## src/hw/rtl/mbe_pkg.sv

```systemverilog
package mbe_pkg;

   localparam int PIX_W     = 12;
   localparam int PIX_EXT_W = 16;
   localparam int SIZE_W    = 13;
   localparam int CENTER_W  = 36;
   localparam int STEP_W    = 35;
   localparam int LIMIT_W   = 16;
   localparam int CSR_IDX_W = 3;
   localparam int CSR_DATA_W = 36;

   // 2*pixel - size spans [-8191, 8190]
   localparam int OFF_W   = 14;
   localparam int PROD_W  = OFF_W + STEP_W + 1;
   localparam int TWICE_W = PROD_W;
   localparam int C_W     = TWICE_W - 1;

   typedef enum logic [CSR_IDX_W-1:0] {
      CSR_CENTER_RE = 3'd0,
      CSR_CENTER_IM = 3'd1,
      CSR_STEP      = 3'd2,
      CSR_LIMIT     = 3'd3,
      CSR_WIDTH     = 3'd4,
      CSR_HEIGHT    = 3'd5
   } csr_index_type;

   typedef struct packed {
      logic [CENTER_W-1:0] center_re;
      logic [CENTER_W-1:0] center_im;
      logic [STEP_W-1:0]   step_scale;
      logic [LIMIT_W-1:0]  iteration_limit;
      logic [SIZE_W-1:0]   view_cols;
      logic [SIZE_W-1:0]   view_rows;
   } cfg_type;

   localparam cfg_type CFG_RESET = '{
      center_re:       -36'sd2735951066,
      center_im:       -36'sd169716736,
      step_scale:      35'd8589935,
      iteration_limit: 16'd1024,
      view_cols:       13'd1920,
      view_rows:       13'd1080
   };

   typedef struct packed {
      logic start;
      logic map_mul;
      logic map_add;
      logic mul;
      logic sum;
      logic upd;
      logic load_out;
   } cmd_type;

   typedef struct packed {
      logic lim_zero;
      logic radius_esc;
      logic bound_esc;
      logic count_hit;
   } status_type;

endpackage

```

## src/hw/rtl/mbe_ctrl.sv

```systemverilog
module mbe_ctrl (
   input  logic                clock,
   input  logic                reset,
   input  logic                req_valid,
   output logic                req_ready,
   output logic                rsp_valid,
   input  logic                rsp_ready,
   input  mbe_pkg::status_type status,
   output mbe_pkg::cmd_type    cmd
);
   import mbe_pkg::*;

   typedef enum logic [2:0] {
      ST_IDLE,
      ST_MAP_MUL,
      ST_MAP_ADD,
      ST_MUL,
      ST_SUM,
      ST_UPD,
      ST_DONE
   } state_type;

   state_type state_ff;
   logic      rsp_valid_ff;
   logic      out_free;

   always_comb begin
      req_ready    = (state_ff == ST_IDLE);
      out_free     = !rsp_valid_ff || rsp_ready;
      cmd          = '0;
      cmd.start    = req_valid && req_ready;
      cmd.map_mul  = (state_ff == ST_MAP_MUL);
      cmd.map_add  = (state_ff == ST_MAP_ADD);
      cmd.mul      = (state_ff == ST_MUL);
      cmd.sum      = (state_ff == ST_SUM);
      cmd.upd      = (state_ff == ST_UPD) && !status.radius_esc;
      cmd.load_out = (state_ff == ST_DONE) && out_free;
   end

   assign rsp_valid = rsp_valid_ff;

   always_ff @(posedge clock) begin
      if (reset) begin
         state_ff     <= ST_IDLE;
         rsp_valid_ff <= 1'b0;
      end else begin
         if (cmd.load_out) begin
            rsp_valid_ff <= 1'b1;
         end else if (rsp_ready) begin
            rsp_valid_ff <= 1'b0;
         end
         case (state_ff)
            ST_IDLE: begin
               if (cmd.start) begin
                  state_ff <= status.lim_zero ? ST_DONE : ST_MAP_MUL;
               end
            end
            ST_MAP_MUL: begin
               state_ff <= ST_MAP_ADD;
            end
            ST_MAP_ADD: begin
               state_ff <= ST_MUL;
            end
            ST_MUL: begin
               state_ff <= ST_SUM;
            end
            ST_SUM: begin
               state_ff <= ST_UPD;
            end
            ST_UPD: begin
               if (status.radius_esc || status.bound_esc || status.count_hit) begin
                  state_ff <= ST_DONE;
               end else begin
                  state_ff <= ST_MUL;
               end
            end
            ST_DONE: begin
               if (out_free) begin
                  state_ff <= ST_IDLE;
               end
            end
            default: begin
               state_ff <= ST_IDLE;
            end
         endcase
      end
   end

endmodule

```

## config.mk

```make
export PLATFORM = sky130hd
export DESIGN_NAME = mbe_ctrl
export DESIGN_NICKNAME = d
export VERILOG_FILES = /design/src/hw/rtl/mbe_pkg.sv /design/src/hw/rtl/mbe_ctrl.sv
export SDC_FILE = /design/constraint.sdc
export NUM_CORES = 1
export LEC_CHECK = 0
export BUFFER_PORTS_ARGS = -buffer_cell sky130_fd_sc_hd__buf_2
export CAP_MARGIN = 20
export CORE_AREA = 3 3 40 42
export CTS_BUF_LIST = sky130_fd_sc_hd__clkbuf_8
export CTS_CLUSTER_SIZE = 24
export DETAILED_ROUTE_END_ITERATION = 16
export DIE_AREA = 0 0 43 45
export SETUP_SLACK_MARGIN = 0.2
export SLEW_MARGIN = 20
export SYNTH_ARGS = -nofsm -noshare
export SYNTH_HDL_FRONTEND = slang
export SYNTH_SLANG_ARGS = --single-unit
```

## constraint.sdc

```tcl
create_clock -name clock -period 1.5 [get_ports clock]
set_input_delay 0.15 -clock clock [delete_from_list [all_inputs] [get_ports clock]]
set_output_delay 0.15 -clock clock [all_outputs]
set_load 0.02 [all_outputs]
```

==> out/qor.csv, run 1 <==
metric,value,unit
intPower,423,uW
synth_edf_count,0,
cts_buffer_depth,2,
timing.rr.end,state_ff[2]$_SDFFE_PP0P_,
fin_nets,65,
slew_headroom,0.763,
rsz0062_at_grt,yes,
viasPerCell,4.66,
drt_iter0_drc,4,
rows,13,
wl_met2,316,um
synthArstFlopShare,0,
status,finished clean,
dp_hpwl,537,um
grt_max_degree,15,
crit_buf_inv,2,
start_util,0.236,
dieArea,1940,um^2
wl_met1,349,um
highest_layer,met4,
clock_latency,0.22,ns
p_clk_frac,0.353,
swShare,0.356,
antenna_found_initial,0,
cts_buffers,3,
drc,0,
cts.sinks,4,
period_needed,1.28,ns
setup_viol,0,
drv_slew,0,
finalHoldViolations,0,
placedInstanceArea,387,um^2
tightestPinTransition,0.351,ns
grt_pass1_wl,1230,um
ant_nets,0,
crit_chain,buf_6 -> nand3b_1 -> nor2_1 -> buf_4,
clock_skew,0.000839,ns
slowest_stage,dfxtp_2,
wl,762,um
fp.dieH,45,um
antenna_cells,0,
yosysTopAreaCellShare,0.264,
synthToLayoutAreaGrowth,55.0,%
die_w,43,um
dr.pass1.iters,4,
synth.largest_area_cell,dfxtp_1,
core_area,1280,um^2
drive_gt1_frac,0.564,
timing.final.crit_share,0.854,
whs_path_depth,2,
place.gp.congestion,0.722,
hold_end,rsp_valid$_SDFFE_PP0P_,
pre_cts_ws,0.188,ns
yosysSeqAreaShare,0.264,
max_stage_delay,0.32,ns
rr_worst_depth,3,
placed_cells,66,
io_pins,17,
synthesis.instances,37,
grt_pass1_vias,297,
synth_area,303,um^2
max-cap-violations,0,
final_area,469,um^2
regToRegStartpoint,state_ff[0]$_SDFFE_PP0P_,
combPwrFrac,0.375,
syn_area_per_cell,8.18,um^2
overflow,0,
wire_per_inst,10.9,um
critPathMaxFanout,10,
instances_no_fill,70,
p_sw,234,uW
synth.distinct_cells,23,
h-tree-depth,1,
final_common_cell,buf_2,
final_cell_mix,"buf_2, a21oi_1, inv_1, clkbuf_8, buf_4",
arrival,1.13,ns
tns,0,ns
numPortBuffers,16,
syn_nets,45,
fmax,780,MHz
p_per_area,1400,nW/um^2
root_buffer,clkbuf_8,
worst_ep_required_time,1.35,ns
synth_seq_cells,4,
whs,0.133,ns
synth_area_leaders,"dfxtp_1, a21oi_1, buf_6",
ir_worst_vdd,548,uV
start_kind,flop,
fin_ws,0.218,ns
ff2ff_setup_slack,0.22,ns
power_leakage,0.000213,uW
path_class,flop to output pin,
synth_flop_cell,dfxtp_1,
dr_wl_met3,65,um
worst_setup_path_end_kind,output pin,
ctsHoldBuffers,0,
hold_class,input port to flop,
crit_family,flip-flops,
vias,326,
cts_tree,built,
clk_pin_slew,0.03,ns
grt_usage,0.0926,
yosysWarnings,0,
hold_start,reset,
seqPwrFrac,0.272,
## cell type report
| type | count | area, um^2 |
|---|---|---|
| Clock buffer | 3 | 41.3 |
| Fill cell | 142 | 816 |
| Inverter | 4 | 15.0 |
| Multi-Input combinational cell | 26 | 201 |
| Sequential cell | 4 | 88.8 |
| Tap cell | 15 | 18.8 |
| Timing Repair Buffer | 18 | 104 |
## state kept, by name, indices dropped and copies added (netlist names)
| register | flops |
|---|---|
| rsp_valid | 1 |
| state_ff | 3 |
## per-stage QoR
step                utilization  power (uW)
floorplan                     -         337
global placement          0.301         386
detailed placement        0.301         386
CTS                       0.349         653
global route              0.365         704
finish                    0.365         657
## cells by family (layout without fill, tap and decap cells)
logic type      count (synthesis)  after routing  share of synthesized area
simple gates                   16             16                      0.380
compound gates                 10             10                      0.215
buf+inv                         7             25                      0.140
flops                           4              4                      0.264
## Yosys cell counts, types with 2 or more instances
library cell / number
a21oi_1: 5
dfxtp_1: 4
inv_1: 4
buf_6: 2
nor2_1: 2
nor3_1: 2
nor3b_1: 2
## how the worst max path moves through the flow
stage,startpoint,slack (ns),to,cells after the start
3_3_place_gp,status[1],0.19,state_ff[2]$_SDFFE_PP0P_,4
6_report,state_ff[0]$_SDFFE_PP0P_,0.22,cmd[0],4
4_1_cts,state_ff[0]$_SDFFE_PP0P_,0.20,cmd[0],4
5_1_grt,state_ff[0]$_SDFFE_PP0P_,0.15,cmd[0],4
2_1_floorplan,state_ff[0]$_SDFFE_PP0P_,0.30,state_ff[2]$_SDFFE_PP0P_,3
3_5_place_dp,status[1],0.19,state_ff[2]$_SDFFE_PP0P_,4
## power groups by stage
stage	Sequential, uW	Clock [uW]	Combinational (uW)
detailed placement	167	0	219
floorplan	145	0	192
global route	185	249	270
global placement	165	0	220
finish	179	232	247
CTS	173	239	241
## worst reg2reg max path: cells and delay by family (launching register included)
family / cells / cell delay [ns]
and+or+nand+nor: 1 / 0.46
DFF: 1 / 0.33
AOI/OAI and AO/OA: 2 / 0.38
## layer usage
layer / vias to the layer above / global-route usage
li1: 175 / -
met1: 134 / 0.107
met2: 13 / 0.117
met3: 4 / 0.0398
met4: 0 / 0.108
met5: - / 0
## repair_timing
item | 4_1_cts | 5_1_grt
endpoints found under the setup margin | 7 | 6
gates resized for setup | 6 | 5
setup buffers | 0 | 1
pin swaps | 2 | 2
No activity file was read; power rests on OpenSTA's default activity.
==> inputs of run 2 (changes only) <==
==> constraint.sdc (replaced) <==
create_clock -name clock -period 1.3 [get_ports clock]
set_input_delay 0.13 -clock clock [delete_from_list [all_inputs] [get_ports clock]]
set_output_delay 0.13 -clock clock [all_outputs]
set_load 0.02 [all_outputs]
==> run 2 against run 1 <==
Clock power is 13% higher. Sequential share of layout area is 5.1 points lower. Cell count is 19% higher. Routed wire length is 36% higher.
==> out/qor.csv, run 2 (synthesis results as in run 1) <==
metric,value,unit,change
cts_buffers,3,,unchanged
power_leakage,0.000303,uW,was 0.000213 uW
clock_latency,0.22,ns,about the same
start_kind,flop,,unchanged
clock_skew,0.00136,ns,was 0.000839 ns
fp.dieH,45,um,unchanged
max-cap-violations,0,,unchanged
grt_pass1_wl,1670,um,was 1230 um
grt_pass1_vias,370,,was 297
period_needed,1.25,ns,
drc,0,,unchanged
ant_nets,0,,unchanged
drt_iter0_drc,1,,was 4
utilization,0.513,,was 0.365
overflow,0,,unchanged
slew_headroom,0.844,,was 0.763
arrival,1.12,ns,was 1.13 ns
wire_per_inst,12.5,um,was 10.9 um
clk_pin_slew,0.03,ns,about the same
vias,406,,was 326
grt_usage,0.123,,was 0.0926
timing.final.crit_share,0.958,,
setup_viol,0,,unchanged
dp_hpwl,637,um,was 537 um
path_class,flop to output pin,,unchanged
fin_nets,78,,was 65
drv_slew,0,,unchanged
root_buffer,clkbuf_8,,unchanged
hold_class,input port to flop,,unchanged
regMostFlops,state_ff,,unchanged
rsz0062_at_grt,yes,,unchanged
pre_cts_ws,0.0418,ns,was 0.188 ns
drive_gt1_frac,0.750,,was 0.564
antenna_cells,0,,unchanged
synthToLayoutAreaGrowth,118,%,was 55.0%
h-tree-depth,1,,unchanged
grt_max_degree,14,,was 15
cts.sinks,4,,unchanged
die_w,43,um,unchanged
status,finished clean,,unchanged
fin_ws,0.0545,ns,was 0.218 ns
start_util,0.236,,unchanged
tns,0,ns,unchanged
cts_buffer_depth,2,,unchanged
numPortBuffers,16,,unchanged
dieArea,1940,um^2,unchanged
ctsHoldBuffers,0,,unchanged
final_common_cell,buf_4,,was buf_2
place.gp.congestion,0.772,,was 0.722
finalHoldViolations,0,,unchanged
worst_ep_required_time,1.17,ns,was 1.35 ns
p_per_area,1510,nW/um^2,was 1400 nW/um^2
dr.pass1.iters,2,,was 4
largest_register_ffs,3,,unchanged
tightestPinTransition,0.231,ns,was 0.351 ns
wl,1030,um,was 762 um
final_cell_mix,"buf_4, buf_6, buf_2, a21oi_1",,"was buf_2, a21oi_1, inv_1, clkbuf_8, buf_4"
antenna_found_initial,0,,unchanged
core_area,1280,um^2,unchanged
fmax,803,MHz,
io_pins,17,,unchanged
rows,13,,unchanged
worst_setup_path_end_kind,output pin,,unchanged
cts_tree,built,,unchanged
critPathMaxFanout,6,,was 10
viasPerCell,4.89,,was 4.66
ir_worst_vdd,715,uV,was 548 uV
[run 2: changes by cell type in the layout (fill, tap and decap cells not counted), sizes merged]
cell,delta
buf,+13
[run 2: critical path, stage by stage, from the launching register on]
cell      delay, ns
dfxtp_4        0.38
buf_4          0.14
and4bb_2       0.25
buf_6          0.12
[run 2: path summary, 6_finish.rpt]
check                                           endpoint  cells after the start  slack (ns)                startpoint
worst max-delay path                              cmd[1]                      3        0.05  state_ff[2]$_SDFFE_PP0P_
worst min register to register  state_ff[1]$_SDFFE_PP0P_                      2        0.58  state_ff[0]$_SDFFE_PP0P_
worst max register to register  state_ff[2]$_SDFFE_PP0P_                      3        0.06  state_ff[0]$_SDFFE_PP0P_
worst min-delay path            state_ff[1]$_SDFFE_PP0P_                      2        0.11                     reset
[run 2: final cells by class]
cell class | instances | area (um^2)
Fill cell | 117 | 626
Timing Repair Buffer | 31 | 246
Multi-Input combinational cell | 26 | 244
Inverter | 4 | 17.5
Sequential cell | 4 | 91.3
Tap cell | 15 | 18.8
Clock buffer | 3 | 41.3
[run 2: routing by layer]
metal / global-route usage / part of all wire / vias to the layer above
met5: 0 / 0 / -
met4: 0.0904 / 0.020 / 0
met3: 0.0677 / 0.071 / 3
met2: 0.177 / 0.52 / 14
met1: 0.138 / 0.38 / 185
li1: - / - / 204
[run 2: where the power goes]
group	total [uW]	internal (uW)	switching [uW]
registers	200	155	45.6
logic	533	304	228
clock network	263	197	65.6
total	996	656	339
[run 2: through the flow]
step / cells / hold slack [ns] / power (uW) / area [um^2]
global placement: 68 / 0.341 / 474 / 418
finish: 83 / 0.109 / 996 / 659
global route: 83 / 0.115 / 1070 / 659
CTS: 75 / 0.113 / 836 / 541
detailed placement: 68 / 0.345 / 476 / 418
floorplan: 37 / 0.199 / 404 / 324
[run 2: timing repair]
action / 4_1_cts / 5_1_grt
pin swaps: 2 / 4
resized for setup: 18 / 18
endpoints found under the setup margin: 11 / 11
buffers inserted: 4 / 8
==> inputs of run 3 (changes only) <==
==> constraint.sdc (replaced) <==
create_clock -name clock -period 1.3 [get_ports clock]
set_input_delay 0.065 -clock clock [delete_from_list [all_inputs] [get_ports clock]]
set_output_delay 0.065 -clock clock [all_outputs]
set_load 0.02 [all_outputs]
==> run 3 against run 2 <==
Worst hold slack lost 0.066 ns. Utilization decreased by 12 points. Global-route usage is 2.8 points lower. Setup slack improved by 0.046 ns. Power fell by 17%. First-iteration DRC count grew to 5.0 times the previous value. Cell count down 11%. Critical path depth unchanged. Clock power increased by 2%. Register-to-register slack better by 0.07 ns. Critical endpoint unchanged. Clock-buffer cell count unchanged.
==> out/qor.csv, run 3 (synthesis results as in run 1) <==
metric,value,unit,change
wl,852,um,was 1030 um
timing.rr.end,state_ff[2]$_SDFFE_PP0P_,,unchanged
tightestPinTransition,0.364,ns,was 0.231 ns
whs_path_depth,2,,unchanged
rsz0062_at_grt,yes,,unchanged
dieArea,1940,um^2,unchanged
hold_end,rsp_valid$_SDFFE_PP0P_,,was state_ff[1]$_SDFFE_PP0P_
ir_worst_vdd,675,uV,was 715 uV
final_common_cell,buf_2,,was buf_4
fmax,834,MHz,was 803 MHz
regToRegStartpoint,state_ff[0]$_SDFFE_PP0P_,,unchanged
clk_pin_slew,0.03,ns,about the same
clock_skew,0.00130,ns,was 0.00136 ns
fillCellCount,127,,was 117
drt_iter0_drc,5,,was 1
synthToLayoutAreaGrowth,68.2,%,was 118%
numPortBuffers,16,,unchanged
drc,0,,unchanged
rows,13,,unchanged
slew_headroom,0.754,,was 0.844
finalHoldViolations,0,,unchanged
fin_ws,0.100,ns,was 0.0545 ns
fp.dieH,45,um,unchanged
p_per_area,1620,nW/um^2,was 1510 nW/um^2
start_kind,flop,,unchanged
power_leakage,0.000238,uW,was 0.000303 uW
drv_slew,0,,unchanged
final_area,509,um^2,was 659 um^2
placedInstanceArea,403,um^2,was 418 um^2
io_pins,17,,unchanged
grt_pass1_vias,316,,was 370
final_cell_mix,"buf_2, buf_4, a21oi_1, inv_1, clkbuf_8",,"was buf_4, buf_6, buf_2, a21oi_1"
h-tree-depth,1,,unchanged
root_buffer,clkbuf_8,,unchanged
place.gp.congestion,0.718,,was 0.772
worst_setup_path_end_kind,output pin,,unchanged
tns,0,ns,unchanged
cts_buffer_depth,2,,unchanged
grt_pass1_wl,1340,um,was 1670 um
cts.sinks,4,,unchanged
vias,352,,was 406
rr_worst_depth,3,,unchanged
ff2ff_setup_slack,0.13,ns,was 0.06 ns
use_met2,0.153,,was 0.177
fin_nets,69,,was 78
regArea,88.8,um^2,was 91.3 um^2
start_util,0.236,,unchanged
met3_usage,0.0279,,was 0.0677
clock_latency,0.22,ns,about the same
antenna_found_initial,0,,unchanged
overflow,0,,unchanged
core_area,1280,um^2,unchanged
grt_max_degree,12,,was 14
regMostFlops,state_ff,,unchanged
pre_cts_ws,0.0873,ns,was 0.0418 ns
drive_gt1_frac,0.593,,was 0.750
largest_register_ffs,3,,unchanged
hold_start,reset,,unchanged
cts_buffers,3,,unchanged
critPathMaxFanout,10,,was 6
dr.pass1.iters,3,,was 2
multiInputGateArea,200,um^2,was 244 um^2
cts_tree,built,,unchanged
viasPerCell,4.76,,was 4.89
top_usage_layer,met2,,unchanged
ctsHoldBuffers,0,,unchanged
die_w,43,um,unchanged
arrival,1.13,ns,was 1.12 ns
max-cap-violations,0,,unchanged
setup_viol,0,,unchanged
worst_ep_required_time,1.24,ns,was 1.17 ns
grt_usage,0.0959,,was 0.123
path_class,flop to output pin,,unchanged
ant_nets,0,,unchanged
period_needed,1.20,ns,was 1.25 ns
hold_class,input port to flop,,unchanged
wire_per_inst,11.5,um,was 12.5 um
timing.final.crit_share,0.923,,was 0.958
antenna_cells,0,,unchanged
finalPower,823,uW,was 996 uW
met1_usage,0.109,,was 0.138
status,finished clean,,unchanged
## run 3: cell types whose count changed in the layout (fill, tap and decap cells not counted), moves of 2 or more
cell,before,now
buf_6,9,2
buf_4,14,9
buf_2,8,11
nor3b_1,0,2
nor3b_2,2,0
## run 3: worst max path at each step
| stage | start | endpoint | slack (ns) | cells past startpoint |
|---|---|---|---|---|
| after floorplan | state_ff[0]$_SDFFE_PP0P_ | state_ff[2]$_SDFFE_PP0P_ | 0.17 | 3 |
| after CTS | state_ff[0]$_SDFFE_PP0P_ | cmd[6] | 0.10 | 4 |
| after global routing | state_ff[0]$_SDFFE_PP0P_ | cmd[0] | 0.06 | 4 |
| final | state_ff[2]$_SDFFE_PP0P_ | cmd[1] | 0.10 | 3 |
| after global placement | state_ff[1]$_SDFFE_PP0P_ | state_ff[2]$_SDFFE_PP0P_ | 0.1 | 3 |
| after detailed placement | state_ff[1]$_SDFFE_PP0P_ | state_ff[2]$_SDFFE_PP0P_ | 0.09 | 3 |
## run 3: power by group
part           internal [uW]  switching, uW  leakage, uW  total (uW)
sequential               153           43.6    0.0000345         196
combinational            185            172     0.000181         357
clock                    198           71.0    0.0000216         269
## run 3: layer usage
metal  part of all wire  up-vias
li1                   -      181
met1               0.46      154
met2               0.45       15
met3              0.066        2
met4              0.023        0
met5                  0        -
## run 3: worst max-delay path, cell delays in order (launching register included)
cell and delay [ns]:
dfxtp_4 0.40, buf_4 0.14, and4bb_2 0.23, buf_4 0.14
## run 3: layout make-up
cell class	instances	area share
repair buffers	22	0.285
well taps	15	0.0369
flip-flops and latches	4	0.174
clock buffers	3	0.0811
multi-input cells	26	0.393
inverters	4	0.0295
## run 3: stage by stage
| stage | util | instances | hold slack, ns |
|---|---|---|---|
| global placement | 0.314 | 68 | 0.276 |
| global route | 0.396 | 74 | 0.0702 |
| detailed placement | 0.314 | 68 | 0.275 |
| finish | 0.396 | 74 | 0.0428 |
| CTS | 0.382 | 73 | 0.0429 |
| floorplan | - | 37 | 0.134 |
## run 3: timing repair
action                                  4_1_cts  5_1_grt
gates resized for setup                      11        3
pin swaps                                     2        2
buffers inserted                              2        1
endpoints found under the setup margin       11       10
endpoints found under the hold margin         0        0
